[config.mk]
export PLATFORM = sky130hd
export DESIGN_NAME = rangefinder_response_parser
export DESIGN_NICKNAME = d
export VERILOG_FILES = /design/src/sv/rfrp_pkg.sv /design/src/sv/rangefinder_response_parser.sv
export SDC_FILE = /design/constraint.sdc
export NUM_CORES = 1
export LEC_CHECK = 0
export BUFFER_PORTS_ARGS = -buffer_cell sky130_fd_sc_hd__buf_2
export CORE_MARGIN = 2
export CORE_UTILIZATION = 25
export CTS_CLUSTER_DIAMETER = 30
export CTS_CLUSTER_SIZE = 10
export DETAILED_ROUTE_END_ITERATION = 16
export HOLD_SLACK_MARGIN = 0.15
export MAX_ROUTING_LAYER = met4
export PLACE_DENSITY_LB_ADDON = 0.05
export REMOVE_ABC_BUFFERS = 1
export SLEW_MARGIN = 20
export SYNTH_ARGS = -nofsm -noshare
export SYNTH_HDL_FRONTEND = slang
export SYNTH_SLANG_ARGS = --single-unit
[constraint.sdc]
create_clock -name clock -period 7.8 [get_ports clock]
set_input_delay 1.95 -clock clock [delete_from_list [all_inputs] [get_ports clock]]
set_output_delay 1.95 -clock clock [all_outputs]
set_load 0.1 [all_outputs]
[src/sv/rfrp_pkg.sv]
// types, codes and helpers shared by the rangefinder response parser
package rfrp_pkg;

   localparam int FRAME_BYTES_MAX_DEFAULT = 32;

   localparam logic [7:0]  DEVICE_ADDRESS_RESET = 8'd0;
   localparam logic [7:0]  START_BYTE_RESET     = 8'd170;
   localparam logic [7:0]  END_BYTE_RESET       = 8'd168;
   localparam logic [15:0] TIMEOUT_MS_RESET     = 16'd1000;

   localparam logic [7:0]  ACK_PAYLOAD   = 8'h01;
   localparam logic [7:0]  CHECKSUM_MASK = 8'h7F;
   localparam logic [30:0] DIST_MAX      = 31'h7FFF_FFFF;
   localparam logic [7:0]  ASCII_ZERO    = 8'h30;
   localparam logic [7:0]  ASCII_NINE    = 8'h39;

   localparam logic [47:0] TEXT_BRIGHT = "ERR256";
   localparam logic [47:0] TEXT_DIM    = "ERR255";
   localparam logic [47:0] TEXT_BAD    = "ERR204";

   typedef enum logic [1:0] {
      OP_START = 2'd0,
      OP_BYTE  = 2'd1,
      OP_TICK  = 2'd2
   } op_type;

   typedef enum logic [2:0] {
      ST_OK      = 3'd0,
      ST_TIMEOUT = 3'd1,
      ST_FAILED  = 3'd2,
      ST_DIM     = 3'd3,
      ST_BRIGHT  = 3'd4,
      ST_BAD     = 3'd5
   } status_type;

   typedef enum logic [1:0] {
      CSR_DEVICE_ADDRESS = 2'd0,
      CSR_START_BYTE     = 2'd1,
      CSR_END_BYTE       = 2'd2,
      CSR_TIMEOUT_MS     = 2'd3
   } csr_index_type;

   typedef enum logic [2:0] {
      PH_IDLE    = 3'b001,
      PH_HUNT    = 3'b010,
      PH_COLLECT = 3'b100
   } phase_type;

   typedef struct packed {
      logic [1:0] operation;
      logic [7:0] rx_byte;
      logic [7:0] expected_command;
      logic       expect_ack;
   } req_type;

   typedef struct packed {
      logic [2:0]  status;
      logic [30:0] distance_mm;
   } rsp_type;

   // character at position pos of a six-letter string, first letter in the top byte
   function automatic logic [7:0] text_char(input logic [47:0] txt, input logic [2:0] pos);
      logic [7:0] ch;
      case (pos)
         3'd0: ch = txt[47:40];
         3'd1: ch = txt[39:32];
         3'd2: ch = txt[31:24];
         3'd3: ch = txt[23:16];
         3'd4: ch = txt[15:8];
         3'd5: ch = txt[7:0];
         default: ch = 8'h00;
      endcase
      return ch;
   endfunction

endpackage

[src/sv/rangefinder_response_parser.sv]
// rangefinder reply parser: frame hunt, collection, checks and distance decode
// a result passes the input register holding the byte or tick that completes it,
//    then is loaded into the result register together with the state update
// throughput: one transaction per cycle, limited only by the result register draining
// reset: synchronous, returns to idle and loads the register defaults
module rangefinder_response_parser #(
   parameter int FRAME_BYTES_MAX = rfrp_pkg::FRAME_BYTES_MAX_DEFAULT
) (
   input  logic                    clock,
   input  logic                    reset,
   input  logic                    req_valid,
   output logic                    req_ready,
   input  rfrp_pkg::req_type       req_data,
   output logic                    rsp_valid,
   input  logic                    rsp_ready,
   output rfrp_pkg::rsp_type       rsp_data,
   input  logic                    csr_we,
   input  rfrp_pkg::csr_index_type csr_index,
   input  logic [15:0]             csr_wdata
);

   localparam int LenBits  = $clog2(FRAME_BYTES_MAX + 1);
   localparam int LenWidth = (LenBits > 4) ? LenBits : 4;

   logic [7:0]  device_address_ff, device_address_in;
   logic [7:0]  start_byte_ff, start_byte_in;
   logic [7:0]  end_byte_ff, end_byte_in;
   logic [15:0] timeout_ms_ff, timeout_ms_in;

   logic              item_valid_ff, item_valid_in;
   rfrp_pkg::req_type item_ff, item_in;

   rfrp_pkg::phase_type phase_ff, phase_in;
   logic [LenWidth-1:0] len_ff, len_in;
   logic [15:0]         elapsed_ff, elapsed_in;
   logic [7:0]          sum_ff, sum_in;
   logic [7:0]          lag_ff, lag_in;
   logic [7:0]          addr_ff, addr_in;
   logic [7:0]          cmd_ff, cmd_in;
   logic [7:0]          first_ff, first_in;
   logic [30:0]         digit_ff, digit_in;
   logic                nondigit_ff, nondigit_in;
   logic [2:0]          match_ff, match_in;
   logic [7:0]          wanted_ff, wanted_in;
   logic                ack_ff, ack_in;

   logic              rsp_valid_ff, rsp_valid_in;
   rfrp_pkg::rsp_type rsp_data_ff, rsp_data_in;

   logic                advance;
   logic                res_valid;
   rfrp_pkg::rsp_type   res;
   rfrp_pkg::rsp_type   finish;
   logic [7:0]          chk;
   logic                frame_bad;
   logic [LenWidth-1:0] pos;
   logic [34:0]         digit_sum;
   logic [7:0]          digit;

   assign advance   = item_valid_ff && (!rsp_valid_ff || rsp_ready);
   assign req_ready = !item_valid_ff || advance;
   assign rsp_valid = rsp_valid_ff;
   assign rsp_data  = rsp_data_ff;

   // configuration
   always_comb begin
      device_address_in = device_address_ff;
      start_byte_in     = start_byte_ff;
      end_byte_in       = end_byte_ff;
      timeout_ms_in     = timeout_ms_ff;
      if (csr_we) begin
         case (csr_index)
            rfrp_pkg::CSR_DEVICE_ADDRESS: device_address_in = csr_wdata[7:0];
            rfrp_pkg::CSR_START_BYTE:     start_byte_in     = csr_wdata[7:0];
            rfrp_pkg::CSR_END_BYTE:       end_byte_in       = csr_wdata[7:0];
            rfrp_pkg::CSR_TIMEOUT_MS:     timeout_ms_in     = csr_wdata;
            default: ;
         endcase
      end
   end

   // input register
   always_comb begin
      item_valid_in = item_valid_ff;
      item_in       = item_ff;
      if (req_valid && req_ready) begin
         item_valid_in = 1'b1;
         item_in       = req_data;
      end else if (advance) begin
         item_valid_in = 1'b0;
      end
   end

   // frame checks on end byte, len_ff holds the index of the end byte
   always_comb begin
      chk       = (sum_ff - lag_ff) & rfrp_pkg::CHECKSUM_MASK;
      frame_bad = (len_ff < LenWidth'(4)) || (lag_ff != chk) || (cmd_ff != wanted_ff)
                  || (addr_ff != device_address_ff);
      finish.status      = rfrp_pkg::ST_OK;
      finish.distance_mm = '0;
      if (frame_bad) begin
         finish.status = rfrp_pkg::ST_FAILED;
      end else if (ack_ff) begin
         if ((len_ff == LenWidth'(4)) || (first_ff != rfrp_pkg::ACK_PAYLOAD)) begin
            finish.status = rfrp_pkg::ST_FAILED;
         end
      end else if ((len_ff == LenWidth'(10)) && match_ff[0]) begin
         finish.status = rfrp_pkg::ST_BRIGHT;
      end else if ((len_ff == LenWidth'(10)) && match_ff[1]) begin
         finish.status = rfrp_pkg::ST_DIM;
      end else if ((len_ff == LenWidth'(10)) && match_ff[2]) begin
         finish.status = rfrp_pkg::ST_BAD;
      end else if (nondigit_ff) begin
         finish.status = rfrp_pkg::ST_FAILED;
      end else begin
         finish.distance_mm = digit_ff;
      end
   end

   // payload byte trails the received byte by one so the checksum stays out
   assign pos       = len_ff - LenWidth'(4);
   assign digit     = lag_ff - rfrp_pkg::ASCII_ZERO;
   assign digit_sum = {1'b0, digit_ff, 3'b000} + {3'b000, digit_ff, 1'b0}
                      + {31'd0, digit[3:0]};

   // state update
   always_comb begin
      phase_in    = phase_ff;
      len_in      = len_ff;
      elapsed_in  = elapsed_ff;
      sum_in      = sum_ff;
      lag_in      = lag_ff;
      addr_in     = addr_ff;
      cmd_in      = cmd_ff;
      first_in    = first_ff;
      digit_in    = digit_ff;
      nondigit_in = nondigit_ff;
      match_in    = match_ff;
      wanted_in   = wanted_ff;
      ack_in      = ack_ff;
      res_valid   = 1'b0;
      res.status      = rfrp_pkg::ST_OK;
      res.distance_mm = '0;
      if (advance) begin
         case (item_ff.operation)
            rfrp_pkg::OP_START: begin
               phase_in    = rfrp_pkg::PH_HUNT;
               len_in      = '0;
               elapsed_in  = '0;
               sum_in      = '0;
               lag_in      = '0;
               addr_in     = '0;
               cmd_in      = '0;
               first_in    = '0;
               digit_in    = '0;
               nondigit_in = 1'b0;
               match_in    = 3'b111;
               wanted_in   = item_ff.expected_command;
               ack_in      = item_ff.expect_ack;
            end
            rfrp_pkg::OP_BYTE: begin
               if (phase_ff == rfrp_pkg::PH_HUNT) begin
                  if (item_ff.rx_byte == start_byte_ff) begin
                     len_in   = LenWidth'(1);
                     phase_in = rfrp_pkg::PH_COLLECT;
                  end
               end else if (phase_ff == rfrp_pkg::PH_COLLECT) begin
                  len_in = len_ff + LenWidth'(1);
                  if (item_ff.rx_byte == end_byte_ff) begin
                     res_valid = 1'b1;
                     res       = finish;
                     phase_in  = rfrp_pkg::PH_IDLE;
                  end else begin
                     if (len_ff >= LenWidth'(4)) begin
                        if (len_ff == LenWidth'(4)) begin
                           first_in = lag_ff;
                        end
                        if (len_ff < LenWidth'(10)) begin
                           if (lag_ff != rfrp_pkg::text_char(rfrp_pkg::TEXT_BRIGHT, pos[2:0]))
                              match_in[0] = 1'b0;
                           if (lag_ff != rfrp_pkg::text_char(rfrp_pkg::TEXT_DIM, pos[2:0]))
                              match_in[1] = 1'b0;
                           if (lag_ff != rfrp_pkg::text_char(rfrp_pkg::TEXT_BAD, pos[2:0]))
                              match_in[2] = 1'b0;
                        end
                        if ((lag_ff < rfrp_pkg::ASCII_ZERO) || (lag_ff > rfrp_pkg::ASCII_NINE)) begin
                           nondigit_in = 1'b1;
                        end else if (|digit_sum[34:31]) begin
                           digit_in = rfrp_pkg::DIST_MAX;
                        end else begin
                           digit_in = digit_sum[30:0];
                        end
                     end
                     if (len_ff == LenWidth'(1)) addr_in = item_ff.rx_byte;
                     if (len_ff == LenWidth'(2)) cmd_in = item_ff.rx_byte;
                     sum_in = sum_ff + item_ff.rx_byte;
                     lag_in = item_ff.rx_byte;
                     // buffer full without an end byte
                     if (len_in == LenWidth'(FRAME_BYTES_MAX)) begin
                        res_valid  = 1'b1;
                        res.status = rfrp_pkg::ST_TIMEOUT;
                        phase_in   = rfrp_pkg::PH_IDLE;
                     end
                  end
               end
            end
            rfrp_pkg::OP_TICK: begin
               if (phase_ff != rfrp_pkg::PH_IDLE) begin
                  if (elapsed_ff >= timeout_ms_ff) begin
                     res_valid  = 1'b1;
                     res.status = rfrp_pkg::ST_TIMEOUT;
                     phase_in   = rfrp_pkg::PH_IDLE;
                  end else begin
                     elapsed_in = elapsed_ff + 16'd1;
                  end
               end
            end
            default: ;
         endcase
      end
   end

   // result register
   always_comb begin
      rsp_valid_in = rsp_valid_ff;
      rsp_data_in  = rsp_data_ff;
      if (advance && res_valid) begin
         rsp_valid_in = 1'b1;
         rsp_data_in  = res;
      end else if (rsp_ready) begin
         rsp_valid_in = 1'b0;
      end
   end

   always_ff @(posedge clock) begin
      if (reset) begin
         device_address_ff <= rfrp_pkg::DEVICE_ADDRESS_RESET;
         start_byte_ff     <= rfrp_pkg::START_BYTE_RESET;
         end_byte_ff       <= rfrp_pkg::END_BYTE_RESET;
         timeout_ms_ff     <= rfrp_pkg::TIMEOUT_MS_RESET;
         item_valid_ff     <= 1'b0;
         rsp_valid_ff      <= 1'b0;
         phase_ff          <= rfrp_pkg::PH_IDLE;
      end else begin
         device_address_ff <= device_address_in;
         start_byte_ff     <= start_byte_in;
         end_byte_ff       <= end_byte_in;
         timeout_ms_ff     <= timeout_ms_in;
         item_valid_ff     <= item_valid_in;
         rsp_valid_ff      <= rsp_valid_in;
         phase_ff          <= phase_in;
      end
   end

   always_ff @(posedge clock) begin
      item_ff     <= item_in;
      rsp_data_ff <= rsp_data_in;
      len_ff      <= len_in;
      elapsed_ff  <= elapsed_in;
      sum_ff      <= sum_in;
      lag_ff      <= lag_in;
      addr_ff     <= addr_in;
      cmd_ff      <= cmd_in;
      first_ff    <= first_in;
      digit_ff    <= digit_in;
      nondigit_ff <= nondigit_in;
      match_ff    <= match_in;
      wanted_ff   <= wanted_in;
      ack_ff      <= ack_in;
   end

   // a reported transaction always leaves the parser idle
   assert property (@(posedge clock) disable iff (reset)
      (advance && res_valid) |=> (phase_ff == rfrp_pkg::PH_IDLE))
      else $error("parser not idle after result");

   // the start byte search only runs with an empty frame
   assert property (@(posedge clock) disable iff (reset)
      (phase_ff == rfrp_pkg::PH_HUNT) |-> (len_ff == '0))
      else $error("frame length nonzero while hunting");

   // a distance is only reported with ok status in measurement mode
   assert property (@(posedge clock) disable iff (reset)
      (rsp_valid_ff && (rsp_data_ff.distance_mm != '0))
         |-> (rsp_data_ff.status == rfrp_pkg::ST_OK))
      else $error("distance reported with error status");

   // no new result is loaded over one still waiting
   assert property (@(posedge clock) disable iff (reset)
      (rsp_valid_ff && !rsp_ready) |-> !advance)
      else $error("result register overwritten");

endmodule
* Word-level counts from Yosys, hierarchy flattened
Cells that the tools add are included.
Storage, ports and cells: register bits after elaboration 204, bits in latches 0, bits in writable memories 0, bits in read-only memories 0, input port bits 42, output and inout port bits 36, logic and storage cells 253, memories 0
Cells by class: add/sub/neg operators 8, $mul 0, div/mod/pow operators 0, magnitude comparators 6, equality and inequality tests 46, shift-type cells 0, muxes and demuxes 118, bitwise gates (word level) 4, reductions and logical operators 44
Operators by type and width (number):
- 31-bit 2-to-1 mux | 13
- 8-bit 2-to-1 mux | 40
- 8-bit case mux with 2 select lines | 5
- 7-bit case mux with 5 select lines | 2
- 34-bit 2-to-1 mux | 2
- 31-bit case mux with 2 select lines | 1
- 3-bit 2-to-1 mux | 19
- 8-bit inequality test | 5
- 34-bit by 32-bit adder with 35-bit output | 1
- 35-bit by 4-bit adder with 35-bit output | 1
- 16-bit 2-to-1 mux | 2
- 2-bit inequality test (second input constant) | 16
- 16-bit case mux with 2 select lines | 1
- 7-bit case mux with 4 select lines | 1
- 7-bit AND reduction | 4
- 8-bit AND reduction | 3
- 1-bit 2-to-1 mux | 21
- 6-bit 2-to-1 mux | 3
- 16-bit by 1-bit adder with 16-bit output (second input constant) | 1
- 8-bit == test | 2
- 16-bit greater-or-equal comparator | 1
- 3-bit case mux with 2 select lines | 2
- 6-bit case mux with 2 select lines | 1
- 6-bit AND reduction | 2
- other kinds (42) | 77

* Depth between registers and ports, before layout
Gate-level depths: netlist of the first run.
word-level depth 19, depth in mapped cells 12, mapped depth without buffers 11

* Worst setup path before layout of the first run
Ideal clock, no wire load.
path kind input-to-output, start point in rsp_ready, end point out req_ready, arrival 2.646 ns, required time 5.850 ns, slack 3.204 ns, cell stages on the path 2, path buffers 0, cell sequence nor2b_1 nand2_1
Between the ends: longest elaborated chain between the ends 3
Ends and longest elaborated chain:
- start, declared | RTL line rangefinder_response_parser.sv:15 | input logic rsp_ready,
- 1-bit logical OR | RTL line rangefinder_response_parser.sv:60 | assign advance = item_valid_ff && (!rsp_valid_ff || rsp_ready);
- 1-bit logical AND | RTL line rangefinder_response_parser.sv:60
- 1-bit logical OR | RTL line rangefinder_response_parser.sv:61 | assign req_ready = !item_valid_ff || advance;
- end, declared | RTL line rangefinder_response_parser.sv:12 | output logic req_ready,
Every way passes these cells.

* Worst setup path after layout of the first run
Ends and elaborated chain as after synthesis.

==> flow_summary_export.csv, run 1 <==
group,metric,value,unit
layout,layout.cells.non_filler,1842,
clock_network,cts_setup_buffers,0,
placed_design,hpwlAfterDp,22.8,mm
synthesis,yosysUniqueCellTypes,74,
clock_network,clock_latency,0.59,ns
timing,setup_viol,0,
clock_network,cts_tree,"done",
worst_setup_path,cpPeakStageDelay,0.45,ns
synthesis,synth-main-ff-cell,"edfxtp_1",
worst_setup_path,cpLargestDelayFamily,"buffers and inverters",
clock_network,ctsHtreeMaxLevel,3,
global_route,grt.overflow.total,0,
pwr,power_leakage,5.96,nW
clock_network,clk_pin_slew,0.04,ns
detailed_routing,drtIter0Drc,401,
floorplanning,dieWidth,220,um
hold_path,hp-start,"item_ff[7]",
layout,drive_gt1_share,15.6,%
placed_design,place_area,0.0126,mm2
placed_design,gp_congestion,0.751,
placed_design,port_buffers,77,
hold_path,hold_path_class,"flip-flop to flip-flop",
synthesis,synth_edf_count,158,
timing,fin_crit_sh,59.3,%
detailed_routing,drt-total-wl,32.0,mm
worst_setup_path,critPathSlowestCell,"buf_2",
clock_network,cts_resized,0,
timing,finalMaxSlewViolations,0,
worst_setup_path,criticalPathCategory,"primary input to output port",
layout,nFillCells,4762,
floorplanning,die_area,0.0482,mm2
detailed_routing,wl_per_cell,17.4,um
clock_network,clock-sinks,203,
pwr,power_frac_seq,31.7,%
clock_network,cts-root-buf,"clkbuf_16",
detailed_routing,highest_layer,"met4",
synthesis,synth_area,0.0116,mm2
worst_setup_path,r2r_cells,12,
worst_setup_path,worstPathMaxFanout,2,
worst_setup_path,r2r_end,"digit_ff[14]",
floorplanning,ios,78,
clock_network,numCtsBuffers,68,
placed_design,dpl.cell_count,1718,
timing,clock_skew,0.0261,ns
worst_setup_path,critPathCaptureType,"output port",
worst_setup_path,r2r_start,"lag_ff[2]",
detailed_routing,wl_met1,15.1,mm
layout,layout_common_cells,"158 x edfxtp_1, 99 x ha_1, 95 x nand2_1, 77 x buf_2, 75 x nor2_1",
detailed_routing,firstDrtPassIters,5,
detailed_routing,met3_length,1.22,mm
pwr,pwr-share-clk,63.6,%
synthesis,synth_seq_cells,203,
global_route,antenna_found_initial,0,
run,drv_cap,0,
worst_setup_path,required,5.85,ns
pwr,comb_power_share,4.8,%
pwr,p_sw,0.000880,W
global_route,gr-usage-all-layers,14.4,%
hold_path,holdPathStages,0,
pwr,netSwitchingFraction,23.0,%
layout,final_common_cell,"edfxtp_1",
timing,slew_headroom,36.6,%
synthesis,syn_inst,1079,
synthesis,ys_warn_count,0,
worst_setup_path,cp_num_buf_inv,2,
detailed_routing,avgViaCountPerCell,4.55,
global_route,grt_pass1_vias,8890,
synthesis,avgSynthCellArea,10.8,um2
global_route,grt_pass1_wl,51.1,mm
worst_setup_path,crit_chain,"buf_2, nor2b_1, nand2_1, buf_2",
detailed_routing,drc,0,
hold_path,hold_end,"wanted_ff[6]",
floorplanning,core,0.0457,mm2
pwr,vdd.ir_drop.worst,196,uV
pwr,power.density,260,mW/mm2
worst_setup_path,r2r_setup_slack,3.33,ns
detailed_routing,postRouteAntennaNets,0,
timing,rsz0062_at_grt,"no",
worst_setup_path,crit_path_frequent_cell,"buf_2",
clock_network,hold_buffers,0,
pwr,p_int,0.00295,W
timing,tns,0,ns
run_status,status,"finished clean",
clock_network,cts_buffer_depth,3,
floorplanning,std_cell_rows,78,
worst_setup_path,worst_ep_arrival_time,2.68,ns
floorplanning,fp.dieH,220,um
synthesis,ys_async_sr_fraction,0,%
timing,fmax,216,MHz
layout,fin_area,0.0147,mm2
layout,nets,1333,
floorplanning,start_util,25.4,%
global_route,grt_max_degree,57,
timing,finalCriticalPeriod,4.63,ns
detailed_routing,routed-wl-met2,14.9,mm
synthesis,ys_seq_area_share,48.6,%
worst_setup_path,cp-start-kind,"primary input",
detailed_routing,num_vias,8385,
layout,synthToLayoutAreaGrowth,26.7,%
timing,tightestPinTransition,0.945,ns
timing,final_hold_viol_count,0,
==> power by group through the flow <==
stage | combinational, W | sequential (W) | clock (W)
after floorplan | 0.000123 | 0.00122 | 0
after global placement | 0.000186 | 0.00123 | 0
after detailed placement | 0.000186 | 0.00123 | 0
after CTS | 0.000187 | 0.00121 | 0.00250
after global routing | 0.000209 | 0.00122 | 0.00257
final | 0.000183 | 0.00121 | 0.00244
==> state kept, by name, indices dropped and copies added, names as in the netlist <==
signal             count
device_address_ff      8
phase_ff               3
digit_ff              31
match_ff               3
len_ff                 6
start_byte_ff          8
end_byte_ff            8
rsp_valid              1
elapsed_ff            16
rsp_data              34
lag_ff                 8
cmd_ff                 8
addr_ff                8
nondigit_ff            1
wanted_ff              8
timeout_ms_ff         16
item_valid_ff          1
sum_ff                 7
first_ff               8
ack_ff                 1
item_ff               19
==> through the flow <==
stage / utilization [%] / hold slack [ns] / setup WS (ns) / total power, W
after detailed placement: 27.6 / 0.409 / 3.16 / 0.00142
after global routing: 32.2 / 0.422 / 3.10 / 0.00400
after CTS: 32.2 / 0.419 / 3.15 / 0.00391
final: 32.2 / 0.417 / 3.17 / 0.00383
after floorplan: - / 0.400 / 3.20 / 0.00134
after global placement: 27.6 / 0.402 / 3.16 / 0.00142
==> worst reg2reg max path, stage by stage, from the launching register on <==
cell and delay (ns):
edfxtp_1 0.52, ha_1 0.33, ha_1 0.24, fa_1 0.41, a21o_1 0.21, a221o_1 0.35, a211o_1 0.36, a211oi_2 0.32
a22o_1 0.20, a211oi_2 0.06, nor3_4 0.66, buf_4 0.38, a31oi_1 0.13
==> worst max path at each step <==
stage,to,cells after the start,start,slack [ns]
final,req_ready,4,rsp_ready,3.17
after global routing,digit_ff[9],12,lag_ff[2],3.10
after CTS,req_ready,4,rsp_ready,3.15
after detailed placement,req_ready,4,rsp_ready,3.16
after global placement,req_ready,4,rsp_ready,3.16
after floorplan,req_ready,2,rsp_ready,3.20
==> routing by layer <==
metal | track usage (%) | vias to the layer above
met2 | 22.5 | 156
met4 | 5.26 | 0
met1 | 17.9 | 3963
li1 | - | 4209
met5 | - | -
met3 | 3.77 | 57
==> logic make-up (layout without fill, tap and decap cells) <==
group	after synthesis	count (layout)	share of synthesized area, %
other cells	0	1	0
buf+inv	92	254	3.43
compound gates	229	229	13.3
mux	19	19	1.67
fa+ha+maj	103	103	11.3
simple gates	338	338	14.5
xor+xnor	95	95	7.16
flops	203	203	48.6
==> cell usage after synthesis (all sizes together) (22+ instances only) <==
library cell | count | area (um2)
edfxtp | 158 | 4740
xnor2 | 33 | 289
a31oi | 40 | 269
a21oi | 64 | 320
a21o | 22 | 165
inv | 47 | 176
o21ai | 30 | 154
nand2 | 95 | 357
xor2 | 62 | 543
nor2 | 77 | 289
nand3 | 22 | 110
clkbuf | 31 | 120
dfxtp | 45 | 901
and2 | 47 | 294
ha | 99 | 1240
==> layout make-up <==
type | count | area, um2 | share of cell area (%)
Tap cell | 600 | 751 | 5.10
Clock inverter | 26 | 214 | 1.45
Antenna cell | 1 | 2.50 | 0.0170
Clock buffer | 97 | 1880 | 12.8
Inverter | 48 | 180 | 1.22
Timing Repair Buffer | 83 | 450 | 3.06
Multi-Input combinational cell | 784 | 5600 | 38.0
Sequential cell | 203 | 5650 | 38.3
Power figures use the tool's default switching activity.
==> inputs of run 2 (changes only) <==
--- a/config.mk
+++ b/config.mk
@@ -5,6 +5,7 @@
 export SDC_FILE = /design/constraint.sdc
 export NUM_CORES = 1
 export LEC_CHECK = 0
+export ABC_AREA = 1
 export BUFFER_PORTS_ARGS = -buffer_cell sky130_fd_sc_hd__buf_2
 export CORE_MARGIN = 2
 export CORE_UTILIZATION = 25
==> constraint.sdc (replaced) <==
create_clock -name clock -period 4 [get_ports clock]
set_input_delay 1 -clock clock [delete_from_list [all_inputs] [get_ports clock]]
set_output_delay 1 -clock clock [all_outputs]
set_load 0.1 [all_outputs]
==> flow_summary_export.csv, run 2 <==
group,metric,value,unit
global_route,antenna_found_initial,0,
clock_network,hold_buffers,0,
synthesis,yosysUniqueCellTypes,48,
synthesis,synth_area,0.0125,mm2
synthesis,synth.most_common_cell,"nand2_1",
synthesis,netlist.area_leader.share,38.1,%
synthesis,ys_seq_area_share,45.3,%
clock_network,clock-sinks,203,
clock_network,cts_buffer_depth,3,
synthesis,synthTopCellsByArea,"edfxtp_1 38%, ha_1 9.9%, nand2_1 9.7%",
detailed_routing,wl_per_cell,15.5,um
pwr,vdd.ir_drop.worst,303,uV
floorplanning,std_cell_rows,81,
run,drv_cap,0,
placed_design,dp_slack,0.601,ns
timing,final_hold_viol_count,0,
placed_design,hpwlAfterDp,28.0,mm
placed_design,dpl.cell_count,2256,
layout,synthToLayoutAreaGrowth,28.3,%
detailed_routing,drtIter0Drc,437,
layout,diodes,0,
worst_setup_path,criticalPathCategory,"flip-flop to flip-flop",
floorplanning,start_util,25.4,%
layout,nets,1807,
clock_network,cts_resized,0,
clock_network,cts_tree,"done",
global_route,grt_pass1_wl,57.9,mm
clock_network,clock_latency,0.58,ns
synthesis,synth_common_cells,"322 x nand2_1, 264 x inv_1, 177 x nor2_1",
timing,finalCriticalPeriod,3.40,ns
detailed_routing,drt-total-wl,37.0,mm
synthesis,synth_seq_cells,203,
timing,tightestPinTransition,1.03,ns
timing,finalMaxSlewViolations,0,
timing,setup_viol,0,
placed_design,gp_congestion,0.880,
timing,rsz0062_at_grt,"no",
global_route,gr-usage-all-layers,15.3,%
pwr,power_leakage,7.37,nW
floorplanning,ios,78,
clock_network,cts-root-buf,"clkbuf_16",
synthesis,synth-main-ff-cell,"edfxtp_1",
placed_design,place_area,0.0137,mm2
layout,fin_util,32.6,%
worst_setup_path,required,4.31,ns
layout,drive_gt1_share,13.2,%
clock_network,ctsHtreeMaxLevel,3,
clock_network,clk_pin_slew,0.04,ns
detailed_routing,drc,0,
layout,regArea,0.00565,mm2
timing,finalWorstSetupSlack,0.597,ns
detailed_routing,avgViaCountPerCell,4.30,
clock_network,cts_setup_buffers,0,
layout,nFillCells,5233,
floorplanning,fp.dieH,227,um
layout,largest_reg_flops,34,
pwr,finalPower,0.00822,W
worst_setup_path,critPathCaptureType,"flip-flop",
hold_path,hold_path_class,"flip-flop to flip-flop",
layout,layout_common_cells,"322 x nand2_1, 262 x inv_1, 176 x nor2_1, 158 x edfxtp_1",
synthesis,syn_inst,1522,
placed_design,port_buffers,77,
layout,multiInputGateArea,0.00570,mm2
synthesis,synth_edf_count,158,
synthesis,ys_warn_count,0,
layout,final_common_cell,"nand2_1",
global_route,grt.overflow.total,0,
detailed_routing,num_vias,10200,
synthesis,yosysTopAreaCell,"edfxtp_1",
worst_setup_path,r2r_setup_slack,0.60,ns
layout,layout.cells.non_filler,2380,
floorplanning,dieWidth,227,um
worst_setup_path,cp-start-kind,"flip-flop",
pwr,power.density,514,mW/mm2
timing,fmax,294,MHz
clock_network,numCtsBuffers,68,
timing,clock_skew,0.0249,ns
worst_setup_path,worstPathMaxFanout,27,
timing,fin_crit_sh,85.1,%
detailed_routing,firstDrtPassIters,4,
detailed_routing,postRouteAntennaNets,0,
global_route,grt_max_degree,39,
synthesis,avgSynthCellArea,8.18,um2
floorplanning,core,0.0491,mm2
layout,fin_area,0.0160,mm2
worst_setup_path,worst_ep_arrival_time,3.71,ns
timing,slew_headroom,31.3,%
global_route,grt_pass1_vias,10500,
run_status,status,"finished clean",
floorplanning,die_area,0.0516,mm2
synthesis,ys_async_sr_fraction,0,%
-- run 2: final cells by class --
| type | instances | area share, % |
|---|---|---|
| clock inverter | 38 | 2.86 |
| sequential | 203 | 35.3 |
| inverter | 269 | 6.32 |
| timing repair buffer | 93 | 3.16 |
| multi-input combinational | 1027 | 35.7 |
| tap | 664 | 5.20 |
| clock buffer | 86 | 11.5 |
-- run 2: cell families after synthesis --
family,count (synthesis),synth area share [%]
AO/OA/AOI/OAI,201,8.63
XOR/XNOR,50,3.52
adder cells (fa/ha/maj),103,10.6
buffers and inverters,292,9.02
flip-flops,203,45.3
AND/OR/NAND/NOR,673,22.9
-- run 2: report_power, final --
group / leakage, nW / internal (W) / switching (W) / total, W
registers: 1.75 / 0.00235 / 0.0000505 / 0.00240
logic: 4.50 / 0.000189 / 0.000364 / 0.000553
clock network: 1.12 / 0.00378 / 0.00149 / 0.00526
total: 7.37 / 0.00631 / 0.00190 / 0.00822
-- run 2: critical path, cell delays in order, from the launching register on --
cell and delay [ns]:
edfxtp_1 0.52, ha_1 0.33, ha_1 0.23, fa_1 0.41
nand2_1 0.08, nand3_1 0.10, nand3_1 0.09, nand2_1 0.10
nand3_1 0.09, nand2_1 0.12, nand2_1 0.09, nand2_1 0.07
nand2_1 0.06, nand2_1 0.12, nor2_8 0.39, nand2_1 0.09
nand2_1 0.17, nand2_1 0.06
-- run 2: worst paths after layout --
kind	startpoint	endpoint	cells past startpoint
setup / recovery	lag_ff[2]	digit_ff[0]	17
setup reg to reg	lag_ff[2]	digit_ff[0]	17
hold / removal	item_ff[8]	wanted_ff[7]	0
hold reg to reg	item_ff[8]	wanted_ff[7]	0
-- run 2: per-layer routing --
| layer | up-vias | global-route usage [%] | share of wire [%] |
|---|---|---|---|
| met2 | 177 | 25.0 | 48 |
| li1 | 5295 | - | - |
| met4 | 0 | 5.73 | 3.2 |
| met5 | - | - | 0 |
| met1 | 4678 | 18.3 | 45 |
| met3 | 81 | 3.56 | 3.9 |
-- run 2: metrics by stage --
step           hold slack, ns  TNS, ns
3_5_place_dp            0.405        0
6_report                0.412        0
2_1_floorplan           0.400   -12.94
5_1_grt                 0.415        0
4_1_cts                 0.413        0
3_3_place_gp            0.405        0
==> inputs of run 3 (changes only) <==
--- a/config.mk
+++ b/config.mk
@@ -6,12 +6,12 @@
 export NUM_CORES = 1
 export LEC_CHECK = 0
 export ABC_AREA = 1
-export BUFFER_PORTS_ARGS = -buffer_cell sky130_fd_sc_hd__buf_2
 export CORE_MARGIN = 2
 export CORE_UTILIZATION = 25
 export CTS_CLUSTER_DIAMETER = 30
 export CTS_CLUSTER_SIZE = 10
 export DETAILED_ROUTE_END_ITERATION = 16
+export DONT_BUFFER_PORTS = 1
 export HOLD_SLACK_MARGIN = 0.15
 export MAX_ROUTING_LAYER = met4
 export PLACE_DENSITY_LB_ADDON = 0.05
==> flow_summary_export.csv, run 3 (synthesis results as in run 2) <==
group,metric,value,unit
floorplanning,ios,78,
timing,fin_crit_sh,84.4,%
floorplanning,core,0.0491,mm2
worst_setup_path,critPathCaptureType,"flip-flop",
pwr,p_sw,0.00195,W
timing,final_hold_viol_count,0,
worst_setup_path,worst_ep_arrival_time,3.70,ns
placed_design,hpwlAfterDp,28.3,mm
pwr,power_frac_seq,28.5,%
floorplanning,start_util,25.4,%
hold_path,hp-start,"item_ff[4]",
detailed_routing,postRouteAntennaNets,0,
global_route,grt_pass1_vias,10300,
placed_design,gp_congestion,0.897,
pwr,comb_power_share,6.1,%
worst_setup_path,r2r_setup_slack,0.62,ns
detailed_routing,firstDrtPassIters,5,
global_route,gr-usage-all-layers,15.6,%
run,drv_cap,0,
timing,rsz0062_at_grt,"no",
worst_setup_path,worstPathMaxFanout,27,
pwr,power.density,538,mW/mm2
timing,finalCriticalPeriod,3.38,ns
layout,final_common_cell,"nand2_1",
placed_design,dpl.cell_count,2180,
worst_setup_path,critPathSlowestCell,"fa_1",
timing,finalMaxSlewViolations,0,
pwr,netSwitchingFraction,23.0,%
clock_network,cts-root-buf,"clkbuf_16",
clock_network,cts_tree,"done",
layout,layout.cells.non_filler,2311,
pwr,p_int,0.00652,W
global_route,grt_max_degree,45,
detailed_routing,avgViaCountPerCell,4.35,
pwr,pwr-share-clk,65.5,%
run_status,status,"finished clean",
timing,fmax,296,MHz
timing,clock_skew,0.0224,ns
layout,drive_gt1_share,9.35,%
placed_design,place_area,0.0133,mm2
clock_network,clk_pin_slew,0.04,ns
global_route,antenna_found_initial,2,
layout,diodes,0,
layout,fin_area,0.0157,mm2
detailed_routing,wl_per_cell,16.3,um
placed_design,port_buffers,0,
clock_network,ctsHtreeMaxLevel,3,
detailed_routing,drc,0,
timing,tightestPinTransition,1.04,ns
floorplanning,std_cell_rows,81,
clock_network,cts_buffer_depth,3,
worst_setup_path,criticalPathCategory,"flip-flop to flip-flop",
worst_setup_path,cp-startpoint,"lag_ff[3]",
detailed_routing,drtIter0Drc,463,
layout,layout_common_cells,"322 x nand2_1, 263 x inv_1, 176 x nor2_1, 158 x edfxtp_1",
worst_setup_path,crit_path_frequent_cell,"nand2_1",
worst_setup_path,r2r_start,"lag_ff[3]",
layout,synthToLayoutAreaGrowth,26.3,%
global_route,grt_pass1_wl,58.8,mm
timing,setup_viol,0,
floorplanning,dieWidth,227,um
detailed_routing,drt-total-wl,37.6,mm
worst_setup_path,cpPeakStageDelay,0.52,ns
clock_network,cts_setup_buffers,0,
layout,nFillCells,5273,
worst_setup_path,cp-start-kind,"flip-flop",
timing,slew_headroom,30.7,%
layout,largest_reg_flops,34,
worst_setup_path,required,4.32,ns
floorplanning,die_area,0.0516,mm2
global_route,grt.overflow.total,0,
clock_network,numCtsBuffers,71,
clock_network,cts_resized,0,
pwr,vdd.ir_drop.worst,380,uV
pwr,power_leakage,7.20,nW
detailed_routing,num_vias,10100,
clock_network,clock_latency,0.59,ns
clock_network,hold_buffers,0,
floorplanning,fp.dieH,227,um
hold_path,hold_path_class,"flip-flop to flip-flop",
layout,nets,1734,
clock_network,clock-sinks,203,
worst_setup_path,crit_chain,"fa_1, fa_1, nand2_1, nand3_1, nand3_1, nand2_1, nand3_1, nand2_1, nand2_1, nand2_1, nand2_1, nand2_1, nor2_8, nand2_1, nand2_1, nand2_1",
[run 3: final cells by class]
class / instances / area [um2] / area share [%]
clock buffer: 95 / 1970 / 12.5
sequential: 203 / 5650 / 35.9
tap: 664 / 831 / 5.28
timing repair buffer: 17 / 128 / 0.811
inverter: 269 / 1010 / 6.42
clock inverter: 36 / 455 / 2.89
multi-input combinational: 1027 / 5700 / 36.2
[run 3: layer usage]
metal	up-vias	GRT usage, %	part of all wire, %
met5	-	-	0
met4	0	6.16	2.9
met3	76	3.69	3.6
met2	178	25.5	48
met1	4647	18.6	46
li1	5154	-	-
[run 3: path summary, 6_finish.rpt]
check	endpoint	depth (start not counted)
worst min register to register	wanted_ff[3]	0
worst max register to register	digit_ff[21]	16
worst min-delay path	wanted_ff[3]	0
worst max-delay path	digit_ff[21]	16
[run 3: power groups by stage]
stage	clock network [W]	logic (W)	registers, W
after CTS	0.00568	0.000525	0.00241
after global placement	0	0.000523	0.00245
after floorplan	0	0.000374	0.00242
after global routing	0.00579	0.000596	0.00242
after detailed placement	0	0.000522	0.00245
final	0.00554	0.000513	0.00241
[run 3: stage by stage]
stage | setup TNS, ns | setup WS, ns | util, % | hold slack (ns) | total power (W)
3_5_place_dp | 0 | 0.568 | 27.1 | 0.406 | 0.00297
5_1_grt | 0 | 0.231 | 32.1 | 0.433 | 0.00881
6_report | 0 | 0.624 | 32.1 | 0.415 | 0.00847
4_1_cts | 0 | 0.563 | 32.1 | 0.420 | 0.00862
3_3_place_gp | 0 | 0.606 | 27.1 | 0.410 | 0.00297
2_1_floorplan | -12.94 | -0.417 | - | 0.400 | 0.00280
[run 3: worst max-delay path: cells and delay by family (launching register included)]
family	cells	cell delay (ns)
simple gates	14	1.62
flops	1	0.48
fa+ha+maj	2	1.00
